$ cat src/trial_division_prime_test_top_defines.svh
// Assertion macros shared by the trial-division prime tester.
`ifndef TRIAL_DIVISION_PRIME_TEST_TOP_DEFINES_SVH
`define TRIAL_DIVISION_PRIME_TEST_TOP_DEFINES_SVH

// Antecedent implies consequent in the same cycle.
`define TDPT_ASSERT_SAME(label, ante, cons, msg) \
    label: assert property (@(posedge clk) disable iff (!rst_n) (ante) |-> (cons)) \
        else $error(msg);

// Antecedent implies consequent in the following cycle.
`define TDPT_ASSERT_NEXT(label, ante, cons, msg) \
    label: assert property (@(posedge clk) disable iff (!rst_n) (ante) |=> (cons)) \
        else $error(msg);

`endif

$ cat src/tdpt_pkg.sv
// Types shared by the controller and datapath of the trial-division prime tester.
package tdpt_pkg;

    typedef enum logic [1:0] {
        ST_IDLE,
        ST_CHECK,
        ST_DIV,
        ST_EVAL
    } tdpt_state_t;

    typedef struct packed {
        logic load;       // capture the input value
        logic first_div;  // set the trial divisor to two
        logic next_div;   // advance the trial divisor by one
        logic div_init;   // restart the divider on the stored value
        logic div_step;   // one restoring division step
        logic finish;     // register the answer and raise the strobe
        logic prime;      // answer given with finish
    } tdpt_cmd_t;

    typedef struct packed {
        logic neg;        // sign bit of the stored value
        logic le_one;     // stored value is zero or one
        logic div_last;   // final division step is in progress
        logic quo_lt_div; // quotient below the divisor: no divisor left to try
        logic rem_zero;   // remainder is zero
    } tdpt_status_t;

endpackage

$ cat src/tdpt_dp.sv
// Datapath: value store, trial divisor and a one-bit-per-cycle restoring divider.
module tdpt_dp #(
    parameter int DATA_WIDTH = 32
) (
    input  logic                     clk,
    input  logic                     rst_n,
    input  logic [DATA_WIDTH-1:0]    value,
    input  tdpt_pkg::tdpt_cmd_t      cmd,
    output tdpt_pkg::tdpt_status_t   status,
    output logic                     done,
    output logic                     is_prime
);
    import tdpt_pkg::*;

    localparam int CNT_W = (DATA_WIDTH > 1) ? $clog2(DATA_WIDTH) : 1;

    logic [DATA_WIDTH-1:0] val_reg, val_next;
    logic [DATA_WIDTH-1:0] div_reg, div_next;
    logic [DATA_WIDTH-1:0] rem_reg, rem_next;
    logic [DATA_WIDTH-1:0] quo_reg, quo_next;
    logic [CNT_W-1:0]      cnt_reg, cnt_next;
    logic                  done_reg, done_next;
    logic                  prime_reg, prime_next;
    logic [DATA_WIDTH-1:0] trial;

    // The remainder stays below the divisor, so the shifted partial remainder fits.
    assign trial = {rem_reg[DATA_WIDTH-2:0], quo_reg[DATA_WIDTH-1]};

    always_comb
    begin
        val_next   = val_reg;
        div_next   = div_reg;
        rem_next   = rem_reg;
        quo_next   = quo_reg;
        cnt_next   = cnt_reg;
        done_next  = cmd.finish;
        prime_next = prime_reg;
        if (cmd.load)
        begin
            val_next = value;
        end
        if (cmd.first_div)
        begin
            div_next = DATA_WIDTH'(2);
        end
        else if (cmd.next_div)
        begin
            div_next = div_reg + DATA_WIDTH'(1);
        end
        if (cmd.div_init)
        begin
            rem_next = '0;
            quo_next = val_reg;
            cnt_next = '0;
        end
        else if (cmd.div_step)
        begin
            if (trial >= div_reg)
            begin
                rem_next = trial - div_reg;
                quo_next = {quo_reg[DATA_WIDTH-2:0], 1'b1};
            end
            else
            begin
                rem_next = trial;
                quo_next = {quo_reg[DATA_WIDTH-2:0], 1'b0};
            end
            cnt_next = cnt_reg + CNT_W'(1);
        end
        if (cmd.finish)
        begin
            prime_next = cmd.prime;
        end
    end

    always_ff @(posedge clk or negedge rst_n)
    begin
        if (!rst_n)
        begin
            done_reg <= 1'b0;
        end
        else
        begin
            done_reg <= done_next;
        end
    end

    always_ff @(posedge clk)
    begin
        val_reg   <= val_next;
        div_reg   <= div_next;
        rem_reg   <= rem_next;
        quo_reg   <= quo_next;
        cnt_reg   <= cnt_next;
        prime_reg <= prime_next;
    end

    assign status.neg        = val_reg[DATA_WIDTH-1];
    assign status.le_one     = (val_reg[DATA_WIDTH-1:1] == '0);
    assign status.div_last   = (cnt_reg == CNT_W'(DATA_WIDTH - 1));
    assign status.quo_lt_div = (quo_reg < div_reg);
    assign status.rem_zero   = (rem_reg == '0);

    assign done     = done_reg;
    assign is_prime = prime_reg;

endmodule

$ cat src/tdpt_ctrl.sv
// Controller state machine sequencing the trial divisions.
module tdpt_ctrl (
    input  logic                    clk,
    input  logic                    rst_n,
    input  logic                    start,
    input  tdpt_pkg::tdpt_status_t  status,
    output tdpt_pkg::tdpt_cmd_t     cmd,
    output logic                    busy
);
    import tdpt_pkg::*;

    tdpt_state_t state_reg, state_next;

    always_comb
    begin
        state_next = state_reg;
        case (state_reg)
            ST_IDLE:
            begin
                if (start)
                begin
                    state_next = ST_CHECK;
                end
            end
            ST_CHECK:
            begin
                if (status.neg || status.le_one)
                begin
                    state_next = ST_IDLE;
                end
                else
                begin
                    state_next = ST_DIV;
                end
            end
            ST_DIV:
            begin
                if (status.div_last)
                begin
                    state_next = ST_EVAL;
                end
            end
            ST_EVAL:
            begin
                if (status.quo_lt_div || status.rem_zero)
                begin
                    state_next = ST_IDLE;
                end
                else
                begin
                    state_next = ST_DIV;
                end
            end
            default:
            begin
                state_next = ST_IDLE;
            end
        endcase
    end

    always_comb
    begin
        cmd  = '0;
        busy = 1'b1;
        case (state_reg)
            ST_IDLE:
            begin
                busy     = 1'b0;
                cmd.load = start;
            end
            ST_CHECK:
            begin
                if (status.neg || status.le_one)
                begin
                    cmd.finish = 1'b1;
                end
                else
                begin
                    cmd.first_div = 1'b1;
                    cmd.div_init  = 1'b1;
                end
            end
            ST_DIV:
            begin
                cmd.div_step = 1'b1;
            end
            ST_EVAL:
            begin
                // A quotient below the divisor means the divisor passed the square root.
                if (status.quo_lt_div)
                begin
                    cmd.finish = 1'b1;
                    cmd.prime  = 1'b1;
                end
                else if (status.rem_zero)
                begin
                    cmd.finish = 1'b1;
                end
                else
                begin
                    cmd.next_div = 1'b1;
                    cmd.div_init = 1'b1;
                end
            end
            default:
            begin
                busy = 1'b0;
            end
        endcase
    end

    always_ff @(posedge clk or negedge rst_n)
    begin
        if (!rst_n)
        begin
            state_reg <= ST_IDLE;
        end
        else
        begin
            state_reg <= state_next;
        end
    end

endmodule

$ cat src/trial_division_prime_test_top.sv
// Values of one or less go from the check state straight to the done beat.
// Otherwise k trial divisors are tried, k being at most about the square root of the value.
// Each divisor costs one restoring divider pass of DATA_WIDTH steps plus one check.
// One value is in flight at a time; the next start is taken in the done cycle.
// Reset clears the controller and the done strobe; the block is then idle.
`include "trial_division_prime_test_top_defines.svh"

module trial_division_prime_test_top #(
    parameter int DATA_WIDTH = 32
) (
    input  logic                  clk,
    input  logic                  rst_n,
    input  logic                  start,
    input  logic [DATA_WIDTH-1:0] value,
    output logic                  busy,
    output logic                  done,
    output logic                  is_prime
);
    import tdpt_pkg::*;

    tdpt_cmd_t    cmd;
    tdpt_status_t status;
    logic         accept_neg;

    tdpt_ctrl u_ctrl (
        .clk    (clk),
        .rst_n  (rst_n),
        .start  (start),
        .status (status),
        .cmd    (cmd),
        .busy   (busy)
    );

    tdpt_dp #(
        .DATA_WIDTH (DATA_WIDTH)
    ) u_dp (
        .clk      (clk),
        .rst_n    (rst_n),
        .value    (value),
        .cmd      (cmd),
        .status   (status),
        .done     (done),
        .is_prime (is_prime)
    );

    assign accept_neg = start && !busy && value[DATA_WIDTH-1];

    `TDPT_ASSERT_NEXT(a_accept_busy, start && !busy, busy, "busy low after an accepted beat")
    `TDPT_ASSERT_SAME(a_done_idle, done, !busy, "done beat while still busy")
    `TDPT_ASSERT_NEXT(a_done_single, done, !done, "done held for more than one cycle")
    `TDPT_ASSERT_NEXT(a_neg_fast, accept_neg, ##1 (done && !is_prime), "negative not rejected")

endmodule

$ cat config.mk
export PLATFORM = sky130hd
export DESIGN_NAME = trial_division_prime_test_top
export DESIGN_NICKNAME = d
export VERILOG_FILES = /design/src/tdpt_pkg.sv /design/src/tdpt_dp.sv /design/src/tdpt_ctrl.sv /design/src/trial_division_prime_test_top.sv
export VERILOG_INCLUDE_DIRS = /design/src /design/src/src
export SDC_FILE = /design/constraint.sdc
export NUM_CORES = 1
export LEC_CHECK = 0
export BUFFER_PORTS_ARGS = -buffer_cell sky130_fd_sc_hd__buf_2
export CAP_MARGIN = 30
export CORE_ASPECT_RATIO = 0.5
export CORE_MARGIN = 2
export CORE_UTILIZATION = 55
export CTS_CLUSTER_SIZE = 30
export DETAILED_ROUTE_END_ITERATION = 10
export PLACE_DENSITY = 0.75
export SLEW_MARGIN = 20
export SYNTH_ARGS = -nofsm -noshare
export SYNTH_HDL_FRONTEND = slang
export SYNTH_SLANG_ARGS = --single-unit
$ cat constraint.sdc
create_clock -name clk -period 3.3 [get_ports clk]
set_input_delay 0.165 -clock clk [delete_from_list [all_inputs] [get_ports clk]]
set_output_delay 0.165 -clock clk [all_outputs]
set_load 0.02 [all_outputs]
==> results of run 1 <==
==> routing by layer <==
metal | track usage (%) | up-vias
met5 | 0 | -
met4 | 10.68 | 0
met3 | 6.355 | 48
met2 | 45.85 | 325
met1 | 37.93 | 3228
li1 | - | 3228
==> worst min-delay path by stage <==
stage                                to  start  cells after the start  slack, ps
floorplan           u_ctrl.state_reg[0]  rst_n                      0       -130
global placement    u_ctrl.state_reg[0]  rst_n                      1        -40
detailed placement  u_ctrl.state_reg[0]  rst_n                      1        -30
global route        u_ctrl.state_reg[0]  rst_n                      2         80
finish              u_ctrl.state_reg[1]  rst_n                      2         70
CTS                 u_ctrl.state_reg[0]  rst_n                      2         70
==> stage by stage <==
step	instances	worst slack [ps]	cell area, µm²	util [%]
after floorplan	830	179.6	8065	-
after global placement	1048	310.6	8504	59.10
after detailed placement	1048	273.4	8504	59.10
after CTS	1113	202.0	9449	65.66
after global routing	1113	7.536	9449	65.66
final	1113	95.44	9449	65.66
==> cell families after synthesis <==
family                     after synthesis  share of synthesized area (%)
xor gates and xnor gates                45                          4.887
muxes                                   54                          7.183
buffers and inverters                   76                          3.832
DFF                                    137                          42.26
adders and majority gates               67                          10.49
AOI/OAI and AO/OA                      191                          15.68
and+or+nand+nor                        260                          15.67
==> layout make-up <==
cell class	instances	area share, %
Clock buffer	18	4.542
Tap cell	198	2.622
Sequential cell	137	36.07
Timing Repair Buffer	85	6.912
Clock inverter	14	1.960
Inverter	44	1.748
Multi-Input combinational cell	617	46.15
==> power by group <==
part           internal [mW]  leakage [nW]  total [mW]  switching, mW
registers               2.48          1.22        2.96          0.482
clock network           1.21         0.297        2.04          0.828
logic                   2.24          2.22        5.11           2.87
total                   5.93          3.74        10.1           4.18
==> repair_timing <==
item | CTS | global route
hold buffers | 33 | 0
hold endpoints to repair | 35 | 0
buffers inserted | 0 | 0
==> placed cells by master (no fill, tap or decap), drive strengths merged, types with 6 or more instances in the layout <==
cell	instances
a21oi	56
nor3	16
o2bb2ai	7
nand4	29
nand2b	6
nand2	86
buf	52
o21ai	28
inv	50
xor2	14
or3	7
ha	66
xnor2	31
dlygate4sd3	33
o22ai	20
mux2i	23
nor4	26
and3	10
a21o	28
mux2	31
dfxtp	69
nand3	11
nor2	56
edfxtp	65
clkbuf	18
==> impl_metrics.json, run 1 <==
{
  "status": "finished clean",
  "synth-seq-cells": 137,
  "port_buffers": 37,
  "regArea_mm2": 0.003408,
  "ant_nets": 0,
  "clkLatencyLatePin_ps": 430,
  "cts_tree": "built",
  "p_per_area_mw_per_mm2": 1070,
  "antenna_cells": 0,
  "crit_type": "reg2reg",
  "path_max_fanout": 31,
  "synth_edf_count": 65,
  "avgRoutedWirePerCell_um": 19.85,
  "tightest_slew_ps": 525.8,
  "min_path_type": "in2async",
  "m1WireLength_um": 9964,
  "cts_sinks": 137,
  "synth_cell_types": 58,
  "synth.avg_cell_area_um2": 9.717,
  "rrSetupSlack_ps": 100,
  "cp-start-kind": "flip-flop",
  "path_depth": 11,
  "r2r_end": "u_dp.quo_reg[18]",
  "finalClockSkew_ps": 11.52,
  "num_vias": 6829,
  "dieHeight_um": 89.63,
  "synth_top_area_cell": "edfxtp_1",
  "reg2reg_depth": 11,
  "dr.pass1.iters": 7,
  "timing.slew.headroom_pct": 64.87,
  "yosys_warnings": 0,
  "area_growth_pct": 17.16,
  "syn_area_mm2": 0.008065,
  "clk_pin_slew_ps": 70,
  "h-tree-depth": 4,
  "drv_slew": 0,
  "clock.fmax_ghz": 0.3121,
  "setup_violations": 0,
  "syn_nets": 932,
  "drt-initial-drc-count": 603,
  "crit_path_frequent_cell": "a21o_1",
  "synth.most_common_cell": "nand2_1",
  "critPathCapture": "u_dp.quo_reg[18]",
  "hold_viol_final": 0,
  "grt_pass1_vias": 6254,
  "cpPeakStageDelay_ps": 390,
  "grtUsageTotal_pct": 28.33,
  "floorplan.initialDensity_pct": 56.05,
  "cts_max_path_buffers": 2,
  "top_layer": "met4",
  "post-route-period-util_pct": 97.11,
  "cts_resized": 0,
  "p_leak_nw": 3.743,
  "path_buf_inv": 2,
  "r2r_start": "u_dp.div_reg[13]",
  "gp_congestion": 0.9629,
  "grt_max_degree": 34,
  "grt_pass1_wl_um": 33410,
  "wl_um": 22090,
  "grt_overflow": 0,
  "dpl.hpwl_um": 14580,
  "multi_input_area_mm2": 0.004360,
  "n_fill_cell": 1074,
  "ys_top_cells_by_area": "edfxtp_1 24%, dfxtp_1 17%, ha_1 10%",
  "antenna_found_initial": 0,
  "post-route-min-period_ps": 3205,
  "die_w_um": 175.3,
  "core_area_mm2": 0.01439,
  "layout.nets": 1004,
  "drv_cap": 0,
  "cts_buffers": 17,
  "seq_area_frac_synth_pct": 42.26,
  "cp-end-kind": "flip-flop",
  "crit_required_ps": 3470,
  "ys_top_cells_by_count": "84 x nand2_1, 69 x dfxtp_1, 66 x ha_1",
  "crit_family": "compound AO/OA/AOI/OAI gates",
  "root_buffer": "clkbuf_16",
  "layout-drive-gt1-share_pct": 13.88,
  "synth_top_area_share_pct": 24.20,
  "ios": 38,
  "drc": 0,
  "fp.dieArea_mm2": 0.01571,
  "met3WireLength_um": 1750,
  "met2_length_um": 9869,
  "power.total_mw": 10.11,
  "ys_dominant_reg_cell": "dfxtp_1",
  "viasPerCell": 6.136,
  "fp-row-count": 31,
  "setup_tns_ps": 0,
  "holdWs_ps": 65.84,
  "rsz0062_at_grt": "false",
  "cp_cell_sequence": "inv_1 > ha_1 > a21o_1 > a21o_1 > a21oi_1 > o21ai_0 > a22o_1 > o31ai_4 > nand2_2 > buf_12 > mux2_2",
  "worst_ep_arrival_time_ps": 3370,
  "peakVddDrop_mv": 0.5614,
  "cp_slowest_cell": "dfxtp_1",
  "synthArstFlopShare_pct": 2.190,
  "syn_inst": 830,
  "startpoint": "u_dp.div_reg[13]"
}
(Power assumes the default switching activity.)
==> run 2: changes to the inputs <==
ABC_AREA = 1   (was unset)
==> impl_metrics.json, run 2 <==
{
  "grtUsageTotal_pct": 30.21,
  "clkLatencyLatePin_ps": 420,
  "grt_overflow": 0,
  "crit_type": "reg2reg",
  "num_vias": 9703,
  "drv_slew": 0,
  "post-route-min-period_ps": 2854,
  "synth-seq-cells": 137,
  "timing.slew.headroom_pct": 53.96,
  "seq_area_frac_synth_pct": 34.59,
  "root_buffer": "clkbuf_16",
  "yosys_warnings": 0,
  "dr.pass1.iters": 5,
  "rsz0062_at_grt": "false",
  "post_cts_buffers": 0,
  "worst_ep_arrival_time_ps": 3160,
  "viasPerCell": 5.541,
  "fp-row-count": 34,
  "synth_top_area_share_pct": 19.81,
  "cts_buffers": 17,
  "ys_top_cells_by_area": "edfxtp_1 20%, nand2_1 17%, dfxtp_1 14%",
  "path_max_fanout": 26,
  "syn_area_mm2": 0.009852,
  "clock.fmax_ghz": 0.3504,
  "p_leak_nw": 5.232,
  "die_w_um": 193.3,
  "drt-initial-drc-count": 993,
  "grt_pass1_vias": 8967,
  "ys_top_cells_by_count": "450 x nand2_1, 193 x inv_1, 148 x nor2_1",
  "layout.nets": 1606,
  "area_growth_pct": 13.77,
  "synth.most_common_cell": "nand2_1",
  "syn_inst": 1447,
  "synth_top_family_by_area": "simple AND/OR/NAND/NOR gates",
  "ios": 38,
  "peakVddDrop_mv": 0.4095,
  "hold_viol_final": 0,
  "finalClockSkew_ps": 13.86,
  "mostFrequentLayoutCell": "nand2_1",
  "post-route-period-util_pct": 86.47,
  "ant_nets": 0,
  "min_path_type": "in2reg",
  "ctsHoldBuffers": 33,
  "intPower_mw": 6.025,
  "grt_pass1_wl_um": 45570,
  "h-tree-depth": 4,
  "fin_ws_ps": 446.5,
  "cp-start-kind": "flip-flop",
  "status": "finished clean",
  "port_buffers": 37,
  "rrSetupSlack_ps": 450,
  "gp_congestion": 0.9996,
  "wl_um": 28510,
  "clk_pin_slew_ps": 70,
  "synth_top_area_cell": "edfxtp_1",
  "dpl.hpwl_um": 20760,
  "synth_cell_types": 42,
  "drc": 0,
  "setup_tns_ps": 0,
  "synth-simple-area-share_pct": 36.56,
  "swShare_pct": 48.87,
  "cts_tree": "built",
  "p_per_area_mw_per_mm2": 1051,
  "synthArstFlopShare_pct": 2.190,
  "crit_required_ps": 3600,
  "synth_edf_count": 65,
  "switchingPower_mw": 5.758,
  "dieHeight_um": 98.64,
  "cp-end-kind": "flip-flop",
  "setup_violations": 0,
  "cts_sinks": 137,
  "fp.dieArea_mm2": 0.01906,
  "cts_resized": 0,
  "antenna_cells": 0,
  "cts_max_path_buffers": 2,
  "syn_nets": 1549,
  "muxShareOfSynthArea_pct": 0,
  "mostFrequentLayoutCells": "450 x nand2_1, 193 x inv_1, 146 x nor2_1",
  "p_clk_share_pct": 17.3,
  "layout-drive-gt1-share_pct": 7.317,
  "drv_cap": 0,
  "pwr-share-seq_pct": 24.4,
  "antenna_found_initial": 0,
  "core_area_mm2": 0.01744,
  "synth_compound_area_share_pct": 6.261,
  "avgRoutedWirePerCell_um": 16.28,
  "tightest_slew_ps": 690.6,
  "p_comb_share_pct": 58.2,
  "grt_max_degree": 65,
  "floorplan.initialDensity_pct": 56.48,
  "ys_dominant_reg_cell": "dfxtp_1",
  "synth.avg_cell_area_um2": 6.809,
  "place_ws_ps": 574.4,
  "synth_xor_area_share_pct": 4.001,
  "synth_fa_ha_area_share_pct": 8.585
}
run 2: cell count changes after synthesis, sizes merged, moves of 23 or more:
cell and delta:
a21oi +35, nand4 +24, nor2 +97, mux2 -31, inv +156, nand3 +115, xor2 +24, nand2 +374
mux2i -23, a21o -26, xnor2 -24
run 2: final timing paths:
path,startpoint,end,cells after the start
min in group asynchronous,rst_n,u_ctrl.state_reg[1],2
setup / recovery,u_dp.quo_reg[31],u_dp.rem_reg[13],15
hold reg to reg,u_dp.div_reg[27],u_dp.div_reg[27],2
max in group asynchronous,rst_n,u_dp.done,2
setup reg to reg,u_dp.quo_reg[31],u_dp.rem_reg[13],15
hold / removal,start,u_ctrl.state_reg[0],3
run 2: kinds of logic after synthesis:
group,count (synthesis)
buffers and inverters,245
and+or+nand+nor,836
DFF,137
AOI/OAI and AO/OA,117
xor gates and xnor gates,45
adders and majority gates,67
run 2: power by group through the flow:
stage / sequential (mW) / combinational [mW] / clock (mW)
CTS: 2.86 / 6.71 / 2.06
detailed placement: 2.89 / 6.61 / 0
finish: 2.88 / 6.86 / 2.04
floorplan: 2.79 / 5.11 / 0
global placement: 2.87 / 6.50 / 0
global route: 2.93 / 7.71 / 2.13
run 2: layout make-up:
class | count | area, µm²
Clock inverter | 13 | 182.7
Multi-Input combinational cell | 1065 | 5469
Fill cell | 1515 | 6233
Inverter | 201 | 759.5
Sequential cell | 137 | 3408
Clock buffer | 19 | 432.9
Tap cell | 234 | 292.8
Timing Repair Buffer | 82 | 663.1
run 2: worst max-delay path, cell delays in order, from the launching register on:
cell,delay [ps]
edfxtp_1,440
inv_1,110
ha_1,240
fa_1,480
nor2_1,140
o21ai_1,80
nand2_2,120
nand2_1,90
nand3_2,90
nand2_4,200
nand2_8,260
inv_6,110
nor2_1,120
nor2_1,50
nor2_1,120
nor2_1,60
run 2: per-layer routing:
layer	GRT usage [%]	part of all wire (%)
met3	8.830	12
met4	7.164	1.5
met2	45.69	41
met1	42.74	46
met5	0	0
run 2: per-stage QoR:
step                std cells  hold WS [ps]  power (mW)  util, %  instance area (µm²)
global placement         1685        -39.63       9.373    58.68                10230
global route             1751         54.29       12.77    64.26                11210
CTS                      1751         20.44       11.62    64.26                11210
finish                   1751         25.12       11.78    64.26                11210
floorplan                1447        -130.6       7.895        -                 9852
detailed placement       1686        -32.68       9.492    58.84                10260
